<file path="src/rtl/core/ptpu_pkg.sv">
// Package: shared types, constants and CORDIC helpers for the polar target update.
`timescale 1ns / 1ps
package ptpu_pkg;

    localparam int XY_W = 28;          // CORDIC x/y width, 1/256 range units
    localparam int Z_W  = 32;          // CORDIC angle width, 2^-22 degree
    localparam int TABLE_LEN = 24;
    localparam logic [14:0] FULL_TURN   = 15'd23040;
    localparam logic [14:0] QUARTER     = 15'd5760;
    localparam logic [14:0] HALF_TURN   = 15'd11520;
    localparam logic [14:0] THREE_QTR   = 15'd17280;
    localparam logic [29:0] K_Q30       = 30'd652032874;
    localparam logic [31:0] RECIP_125   = 32'd2199023256;  // ceil(2^38 / 125)

    // Configuration register indexes
    localparam logic [1:0] CFG_INTERVAL_MS   = 2'd0;
    localparam logic [1:0] CFG_DETECT_RADIUS = 2'd1;

    typedef logic signed [XY_W-1:0] t_xy;
    typedef logic signed [Z_W-1:0]  t_ang;

    typedef struct packed {
        t_xy  x;
        t_ang z;
    } t_rot_init;

    // atan(2^-i) in 2^-22 degree
    function automatic t_ang atan_val(input int idx);
        t_ang v;
        case (idx)
            0:  v = 32'sd188743680;
            1:  v = 32'sd111421900;
            2:  v = 32'sd58872272;
            3:  v = 32'sd29884485;
            4:  v = 32'sd15000234;
            5:  v = 32'sd7507429;
            6:  v = 32'sd3754631;
            7:  v = 32'sd1877430;
            8:  v = 32'sd938729;
            9:  v = 32'sd469366;
            10: v = 32'sd234683;
            11: v = 32'sd117342;
            12: v = 32'sd58671;
            13: v = 32'sd29335;
            14: v = 32'sd14668;
            15: v = 32'sd7334;
            16: v = 32'sd3667;
            17: v = 32'sd1833;
            18: v = 32'sd917;
            19: v = 32'sd458;
            20: v = 32'sd229;
            21: v = 32'sd115;
            22: v = 32'sd57;
            23: v = 32'sd29;
            default: v = '0;
        endcase
        return v;
    endfunction

    // Wrap a 15 bit angle into 0..23039
    function automatic logic [14:0] wrap_angle(input logic [14:0] a);
        logic [14:0] r;
        r = (a >= FULL_TURN) ? a - FULL_TURN : a;
        return r;
    endfunction

    // Fold rotation start into +-90 degrees: negate x for the back half-plane
    function automatic t_rot_init rot_fold(input logic [24:0] mag, input logic [14:0] a);
        t_rot_init   r;
        logic [15:0] d;
        if (a > QUARTER && a <= THREE_QTR) begin
            r.x = -t_xy'({3'b000, mag});
            d   = {1'b0, a} - {1'b0, HALF_TURN};
        end else if (a > THREE_QTR) begin
            r.x = t_xy'({3'b000, mag});
            d   = {1'b0, a} - {1'b0, FULL_TURN};
        end else begin
            r.x = t_xy'({3'b000, mag});
            d   = {1'b0, a};
        end
        r.z = {d, 16'h0000};
        return r;
    endfunction

endpackage

</file>
<file path="src/rtl/core/ptpu_cordic_cell.sv">
// One registered CORDIC micro-rotation cell, rotation or vectoring mode.
`timescale 1ns / 1ps
module ptpu_cordic_cell #(
    parameter int STAGE  = 0,
    parameter bit VECTOR = 1'b0
) (
    input  logic           i_clk,
    input  ptpu_pkg::t_xy  i_x,
    input  ptpu_pkg::t_xy  i_y,
    input  ptpu_pkg::t_ang i_z,
    output ptpu_pkg::t_xy  o_x,
    output ptpu_pkg::t_xy  o_y,
    output ptpu_pkg::t_ang o_z
);
    import ptpu_pkg::*;

    localparam t_ang ATAN = atan_val(STAGE);

    t_xy  r_x, r_y, n_x, n_y;
    t_ang r_z, n_z;
    t_xy  xs, ys;
    logic dir;

    // Direction: drive z to zero (rotate) or y to zero (vector)
    always_comb begin
        xs  = i_x >>> STAGE;
        ys  = i_y >>> STAGE;
        dir = VECTOR ? i_y[XY_W-1] : ~i_z[Z_W-1];
        if (dir) begin
            n_x = i_x - ys;
            n_y = i_y + xs;
            n_z = i_z - ATAN;
        end else begin
            n_x = i_x + ys;
            n_y = i_y - xs;
            n_z = i_z + ATAN;
        end
    end

    always_ff @(posedge i_clk) begin
        r_x <= n_x;
        r_y <= n_y;
        r_z <= n_z;
    end

    assign o_x = r_x;
    assign o_y = r_y;
    assign o_z = r_z;

endmodule

</file>
<file path="config.mk">
export PLATFORM = sky130hd
export DESIGN_NAME = ptpu_cordic_cell
export DESIGN_NICKNAME = d
export VERILOG_FILES = /design/src/rtl/core/ptpu_pkg.sv /design/src/rtl/core/ptpu_cordic_cell.sv
export SDC_FILE = /design/constraint.sdc
export NUM_CORES = 1
export LEC_CHECK = 0
export BUFFER_PORTS_ARGS = -buffer_cell sky130_fd_sc_hd__buf_4
export CAP_MARGIN = 20
export CORE_MARGIN = 5
export CORE_UTILIZATION = 40
export DETAILED_ROUTE_END_ITERATION = 7
export GPL_ROUTABILITY_DRIVEN = 0
export PLACE_DENSITY = 0.66
export SETUP_SLACK_MARGIN = 0.5
export SYNTH_ARGS = -nofsm -noshare
export SYNTH_HDL_FRONTEND = slang
export SYNTH_SLANG_ARGS = --single-unit
</file>
<file path="constraint.sdc">
create_clock -name i_clk -period 2.4 [get_ports i_clk]
set_input_delay 0.12 -clock i_clk [delete_from_list [all_inputs] [get_ports i_clk]]
set_output_delay 0.12 -clock i_clk [all_outputs]
set_load 0.05 [all_outputs]
</file>
## Yosys cells after proc, flatten, opt, wreduce, memory -nomap -nowiden

Index checks and enable logic that the tools add are counted.

| word-level totals | value |
|---|---|
| register bits | 88 |
| bits of input ports | 89 |
| word-level logic and storage cells | 11 |

| cells by class | value |
|---|---|
| $add $sub $neg | 5 |
| multiplexer cells | 3 |

Operators with widths:

| kind | count |
|---|---|
| 28-bit two-way mux | 2 |
| 28-bit subtractor | 2 |
| 32-bit by 29-bit adder with 32-bit output (second input constant) | 1 |
| 32-bit two-way mux | 1 |
| 32-bit by 29-bit subtractor with 32-bit output (second input constant) | 1 |
| 28-bit adder | 1 |

## Logic depth before layout (Yosys ltp)

Gate-level depths: netlist (run 1).

| logic depth | value |
|---|---|
| word-level depth | 2 |
| mapped depth | 12 |
| mapped depth without buffers | 11 |

## Worst setup path before layout (run 1)

OpenSTA, ideal clock, no wires.

| path | value |
|---|---|
| path type | input-to-reg |
| from | in i_z[31] |
| to | reg r_z[31], in the netlist o_z[31] |
| setup time | 0.070 ns |
| arrival | 2.402 ns |
| data required time | 2.330 ns |
| slack | -0.071 ns |
| stages on the path | 12 |
| buffers on the path | 3 |
| cell sequence | clkbuf_1 > inv_1 > clkbuf_1 > buf_1 > ha_1 > a21o_1 > a21oi_1 > o21bai_1 > a21oi_1 > o21ai_0 > a21o_1 > a21oi_1 |

| on the way | value |
|---|---|
| longest elaborated chain between the ends | 2 |
| elaborated cells between the ends (all ways) | 3 |

Ends and longest elaborated chain:

| what | line | text |
|---|---|---|
| from (decl) | ptpu_cordic_cell.sv:10 | `input ptpu_pkg::t_ang i_z,` |
| 32-bit by 29-bit subtractor with 32-bit output / 32-bit by 29-bit adder with 32-bit output (equally long branches) | ptpu_cordic_cell.sv:32, ptpu_cordic_cell.sv:36 |  |
| 32-bit two-way mux * | ptpu_cordic_cell.sv:29 | `if (dir) begin` |
| net n_z[31] | ptpu_cordic_cell.sv:20 | `t_ang r_z, n_z;` |
| to (signal assigned) | ptpu_cordic_cell.sv:43 | `r_z <= n_z;` |
| to (decl) | ptpu_cordic_cell.sv:20 |  |

Mark *: on every way through the listed nets, which the timed path passes. The rest lies on a longest branch.

## Worst setup path after layout (run 1)

| path | value |
|---|---|
| from | in i_y[0] |
| to | reg r_x[20], in the netlist o_x[20] |

| on the way | value |
|---|---|
| longest elaborated chain between the ends | 2 |
| elaborated cells between the ends (all ways) | 3 |

Ends and longest elaborated chain:

| what | line | text |
|---|---|---|
| from (decl) | ptpu_cordic_cell.sv:9 | `input ptpu_pkg::t_xy i_y,` |
| 28-bit subtractor / 28-bit adder (equally long branches) | ptpu_cordic_cell.sv:30, ptpu_cordic_cell.sv:34 |  |
| 28-bit two-way mux * | ptpu_cordic_cell.sv:29 |  |
| net n_x[20] | ptpu_cordic_cell.sv:19 | `t_xy r_x, r_y, n_x, n_y;` |
| to (signal assigned) | ptpu_cordic_cell.sv:41 | `r_x <= n_x;` |
| to (decl) | ptpu_cordic_cell.sv:19 |  |

Marks and branches as above.

==> results.md, run 1 <==
- Leak Pwr: 4.83 nW
- Post-Syn Area per Cell: 8.24 um^2
- Area of the mapped netlist: 0.00683 mm^2
- I/O Buffers: 176
- Pwr Total: 6.73 mW
- Hpwl dp: 17.0 mm
- Post-synth ARST share: 0
- Library cells used by synthesis: 75
- Synth Instances: 829
- Min-Delay Path Class: in2reg
- Tot GR Track Use: 0.215
- Fin Setup TNS: 0 ps
- Pre-Repair DR Iteration Count: 5
- Worst path arrival time: 2370 ps
- Final WS setup: 306 ps
- Vias per inst: 5.30
- Power per cell area: 648 mW/mm^2
- Min Hold Slack: 74.9 ps
- CTS tree: built
- Final Critical Period: 2090 ps
- CTS Sinks: 87
- Total grt overflow: 0
- Final net count: 1303
- Largest net degree at the start of global routing: 42
- Rows: 47
- Synth Register Bits: 87
- Global-route wire length before repair: 34.9 mm
- Routed WL: 22.6 mm
- Number of max-cap violations: 0
- Post-synth EDFFs: 0
- Htree depth: 3
- Slowest CP cell: fa_2
- Share of layout cells above drive strength 1: 0.386
- Core box area: 0.0166 mm^2
- CTS buffer count: 9
- CTS root buffer: clkbuf_16
- Delay of the slowest critical-path stage: 370 ps
- Die ar.: 0.0198 mm^2
- ANT cells: 0
- CP required: 2680 ps
- Initial antenna violation count: 0
- Clock tree buffer depth: 2
- CP max FO: 3
- Detailed Route Iter0 Violations: 527
- WS Path Type: in2reg
- Register area share after synthesis: 0.255
- Unrepaired setup endpoints after global routing: yes
- Clock slew seen by the registers of the worst setup and hold paths: 70 ps
- Via count: 7081
- Final Max Tran Viols: 0
- Element type at the critical path start: primary input
- Slew HR: 0.602
- Post-route ant nets: 0
- Number of global-route vias before repair: 6815
- Max VDD drop: 0.528 mV
- P&R area growth vs syn: 52.2%
- Final count of negative-setup-slack endpoints: 0
- Ys flop type: dfxtp_1
- Initial core utilization: 0.410
- Die width: 141 um
- Status: finished, final reports clean
- DR WL/cell: 16.9 um
- Pin slew with the least headroom to its limit: 591 ps
- Pre-CTS WS: -219 ps
- Fmax: 0.478 GHz
- I/O pin total: 177
- Critical path capture point type: register
- Die H: 141 um
- Synth Net Count: 1019
- Cell Chain, Critical Path: buf_8, buf_4, ha_4, fa_2, nor2b_4, o31ai_4, a211oi_4, a21oi_4, o31ai_4, buf_4, a211oi_2, a21oi_2, xnor2_1
- Final worst-path cycle share: 0.873
- DRC: 0
- Syn. warnings: 0
- Hold Vio Cnt, Final: 0
[logic make-up after synthesis]
kind of cell             count (synthesis)  synth area share
AO/OA/AOI/OAI                          263             0.257
XOR/XNOR                                60            0.0770
adder cells (fa/ha/maj)                101             0.189
buffers and inverters                  122            0.0707
flip-flops                              87             0.255
multiplexers                            13            0.0191
AND/OR/NAND/NOR                        183             0.131
[path summary, 6_finish.rpt]
kind	cells past startpoint	slack, ps	to	startpoint
min	3	70	o_z[31]	i_z[30]
max	13	310	o_x[20]	i_y[0]
[state kept, by name, indices dropped and copies added, names as in the netlist]
name,count
o_y,28
o_z,32
o_x,27
[per-layer routing]
| layer | wire (um) | vias to the layer above | GRT usage |
|---|---|---|---|
| li1 | - | 3446 | - |
| met1 | 10300 | 3306 | 0.300 |
| met2 | 10200 | 295 | 0.338 |
| met3 | 1650 | 34 | 0.0356 |
| met4 | 403 | 0 | 0.0699 |
| met5 | 0 | - | 0 |
[repair_timing]
| item | 4_1_cts | 5_1_grt |
|---|---|---|
| gates cloned | 0 | 0 |
| endpoints found under the setup margin | 32 | 34 |
| hold buffers | 23 | 0 |
| hold endpoints to repair | 23 | 0 |
| setup buffers | 15 | 17 |
| pin swaps | 49 | 44 |
| resized for setup | 54 | 68 |
[through the flow]
stage | utilization | std cells | area [um^2]
floorplan | - | 829 | 7090
global placement | 0.547 | 1267 | 9100
detailed placement | 0.547 | 1267 | 9100
CTS | 0.599 | 1319 | 9960
global route | 0.625 | 1336 | 10400
finish | 0.625 | 1336 | 10400
[critical path, delay by kind of cell]
kind,cells,cell delay (ps)
and+or+nand+nor,1,170
xor gates and xnor gates,1,130
buffers and inverters,3,400
adders and majority gates,2,530
AOI/OAI and AO/OA,6,1020
[layout make-up]
class | count | area, um^2
clock buffers | 10 | 239
clock inverters | 4 | 55.1
multi-input cells | 620 | 5250
repair buffers | 311 | 2490
flip-flops and latches | 87 | 1740
fillers | 1429 | 6250
well taps | 220 | 275
inverters | 84 | 349
[synthesized netlist by cell type (9+ instances only)]
cell | number | area share
o21a_1 | 12 | 0.013
dfxtp_1 | 87 | 0.26
nand2_1 | 36 | 0.020
a21o_1 | 20 | 0.022
o31ai_1 | 10 | 0.011
o21ai_0 | 38 | 0.028
o21bai_1 | 13 | 0.014
xnor2_1 | 53 | 0.068
inv_1 | 80 | 0.044
buf_2 | 9 | 0.0066
nor2_1 | 56 | 0.031
clkbuf_1 | 15 | 0.0082
a21oi_1 | 95 | 0.070
nand3_1 | 14 | 0.010
nor2b_1 | 10 | 0.0092
nor3_1 | 18 | 0.013
buf_1 | 10 | 0.0055
nand2b_1 | 12 | 0.011
ha_1 | 97 | 0.18
mux2i_1 | 13 | 0.019
[where the power goes]
part,leakage [nW],internal [mW],total (mW),switching (mW)
combinational,3.95,1.31,3.48,2.17
sequential,0.734,1.72,1.81,0.0874
clock,0.141,0.832,1.44,0.607
[cell usage in the layout (no fill, tap or decap), drive strengths merged, types with 4 or more instances in the layout]
master         n
dfxtp         87
o21bai        13
nand2b        12
or2            5
a21boi         4
o31ai         11
o211ai         5
and2           4
nor3          20
clkbuf        10
xnor2         53
ha            97
nor4           5
a211oi        10
xor2           7
nand2         37
o21ai         46
a31oi          6
a21oi         98
o22ai          5
buf          288
nand4          7
fa             4
nor2b         10
a221oi         4
nand3         14
o21a          12
inv           84
mux2i         13
dlygate4sd3   23
a21o          20
nor2          56
or3            7
Power figures use the tool's default switching activity.
==> run 2, diff against run 1 <==
- CORE_ASPECT_RATIO: not set -> 0.6
- SLEW_MARGIN: not set -> 20
==> results.md, run 2 (same netlist as run 1, synthesis figures left out) <==
- Post-layout util: 0.619 (-0.00521)
- Hpwl dp: 18.3 mm (+7.2%)
- Critical path capture point type: register
- Final count of negative-setup-slack endpoints: 0 (unchanged)
- Pre-CTS WS: -203 ps (+16.8 ps)
- Final WS setup: 258 ps (-48.2 ps)
- CTS tree: built
- Area of the multi-input gates: 0.00528 mm^2 (+0.64%)
- Final worst-path cycle share: 0.893 (+0.0201)
- Number of max-cap violations: 0 (unchanged)
- Max reg flops: 32 (unchanged)
- Most frequent cells in the layout: buf_4, dfxtp_1, ha_1
- Rows: 37 (-21%)
- Final Critical Period: 2140 ps (+48.2 ps)
- Pin slew with the least headroom to its limit: 689 ps (+97.8 ps)
- CTS root buffer: clkbuf_16
- Critical path origin: i_x[0]
- I/O pin total: 177 (unchanged)
- Post-route ant nets: 0 (unchanged)
- Largest net degree at the start of global routing: 41 (-2.4%)
- Hold Vio Cnt, Final: 0 (unchanged)
- Slowest CP cell: fa_2
- Met3 wire length: 3.01 mm (+83%)
- Fmax: 0.467 GHz (-2.2%)
- Initial antenna violation count: 0 (unchanged)
- Number of global-route vias before repair: 6926 (+1.6%)
- Fin cells: 1353 (+1.3%)
- Max VDD drop: 0.346 mV (-34%)
- ANT cells: 0 (unchanged)
- Register area: 0.00174 mm^2 (unchanged)
- Tot GR Track Use: 0.235 (+0.0199)
- CTS buffer count: 9 (unchanged)
- Detailed Route Iter0 Violations: 697 (+32%)
- Via count: 7138 (+0.80%)
- Uppermost layer routed: met4
- Post-Place Cells: 1280 (+1.0%)
- Cell Chain, Critical Path: buf_8, buf_6, inv_8, ha_4, fa_2, nor2b_4, o31ai_4, a211oi_2, a21oi_2, o41ai_4, nor2b_2, o32ai_2, xnor2_1
- Htree depth: 3 (unchanged)
- Fill count: 1433 (+0.28%)
- Final net count: 1304 (+0.077%)
- Clock tree buffer depth: 2 (unchanged)
- Element type at the critical path start: primary input
- Die width: 179 um (+27%)
- Pwr Total: 6.89 mW (+2.4%)
- Status: finished, final reports clean
- CP max FO: 2 (-1)
- CP required: 2630 ps (-50 ps)
- Final Max Tran Viols: 0 (unchanged)
- Delay of the slowest critical-path stage: 380 ps (about the same)
- DRC: 0 (unchanged)
- Fin Setup TNS: 0 ps (unchanged)
- Worst hold start: i_z[23]
- I/O Buffers: 176 (unchanged)
- Vias per inst: 5.28 (-0.46%)
- Power per cell area: 657 mW/mm^2 (+1.4%)
- Global-route wire length before repair: 37.4 mm (+7.0%)
- Pre-Repair DR Iteration Count: 5 (unchanged)
- Total grt overflow: 0 (unchanged)
- P&R area growth vs syn: 53.7%
- Die ar.: 0.0199 mm^2 (+0.44%)
- Unrepaired setup endpoints after global routing: yes
- Clock slew seen by the registers of the worst setup and hold paths: 70 ps (about the same)
- Share of layout cells above drive strength 1: 0.394 (+0.00790)
- CTS Sinks: 87 (unchanged)
- Worst path arrival time: 2370 ps (about the same)
- WS Path Type: in2reg
- Die H: 111 um (-21%)
- Min-Delay Path Class: in2reg
- Core box area: 0.0169 mm^2 (+1.8%)
- Met2 wire len: 9.26 mm (-9.3%)
- Leak Pwr: 4.87 nW (+0.88%)
- Routed WL: 24.2 mm (+7.3%)
- DR WL/cell: 17.9 um (+5.9%)
- Commonest non-fill, non-tap cell in the layout: buf_4
- Metal-1 WL: 11.6 mm (+13%)
- Slew HR: 0.536 (-0.0658)
- Initial core utilization: 0.403 (-0.00730)
-- run 2: timing repair --
item                                    4_1_cts  5_1_grt
endpoints found under the setup margin       30       36
hold buffers                                 23        0
pin swaps                                    57       42
resized for setup                            76       62
hold endpoints to repair                     23        0
buffers inserted                             20       14
-- run 2: layer usage --
layer | up-vias | GRT usage
met5 | - | 0
met4 | 0 | 0.0506
li1 | 3448 | -
met2 | 404 | 0.308
met3 | 35 | 0.0835
met1 | 3251 | 0.360
-- run 2: final timing paths --
check / to / slack (ps) / cells past startpoint
worst max-delay path: o_x[26] / 260 / 13
worst min-delay path: o_z[23] / 70 / 2
-- run 2: layout make-up --
cell class,count,area share
multi-input cells,620,0.503
repair buffers,312,0.240
flip-flops and latches,87,0.166
inverters,84,0.0337
well taps,234,0.0279
clock buffers,9,0.0215
clock inverters,7,0.00823
-- run 2: stage by stage --
stage	cell area, um^2	hold slack, ps
after global placement	9090	224
after global routing	10500	71.4
after floorplan	7090	148
after detailed placement	9090	226
after CTS	10100	67.8
final	10500	74.6
-- run 2: report_power, final --
part / switching (mW) / total [mW] / internal [mW]
Sequential: 0.0833 / 1.80 / 1.72
Clock: 0.696 / 1.53 / 0.835
Combinational: 2.23 / 3.56 / 1.33
Total: 3.01 / 6.89 / 3.88
-- run 2: critical path: cells and delay by family --
kind | cells | cell delay (ps)
buffers and inverters | 3 | 220
XOR/XNOR | 1 | 160
AND/OR/NAND/NOR | 2 | 380
AO/OA/AOI/OAI | 5 | 960
adder cells (fa/ha/maj) | 2 | 530
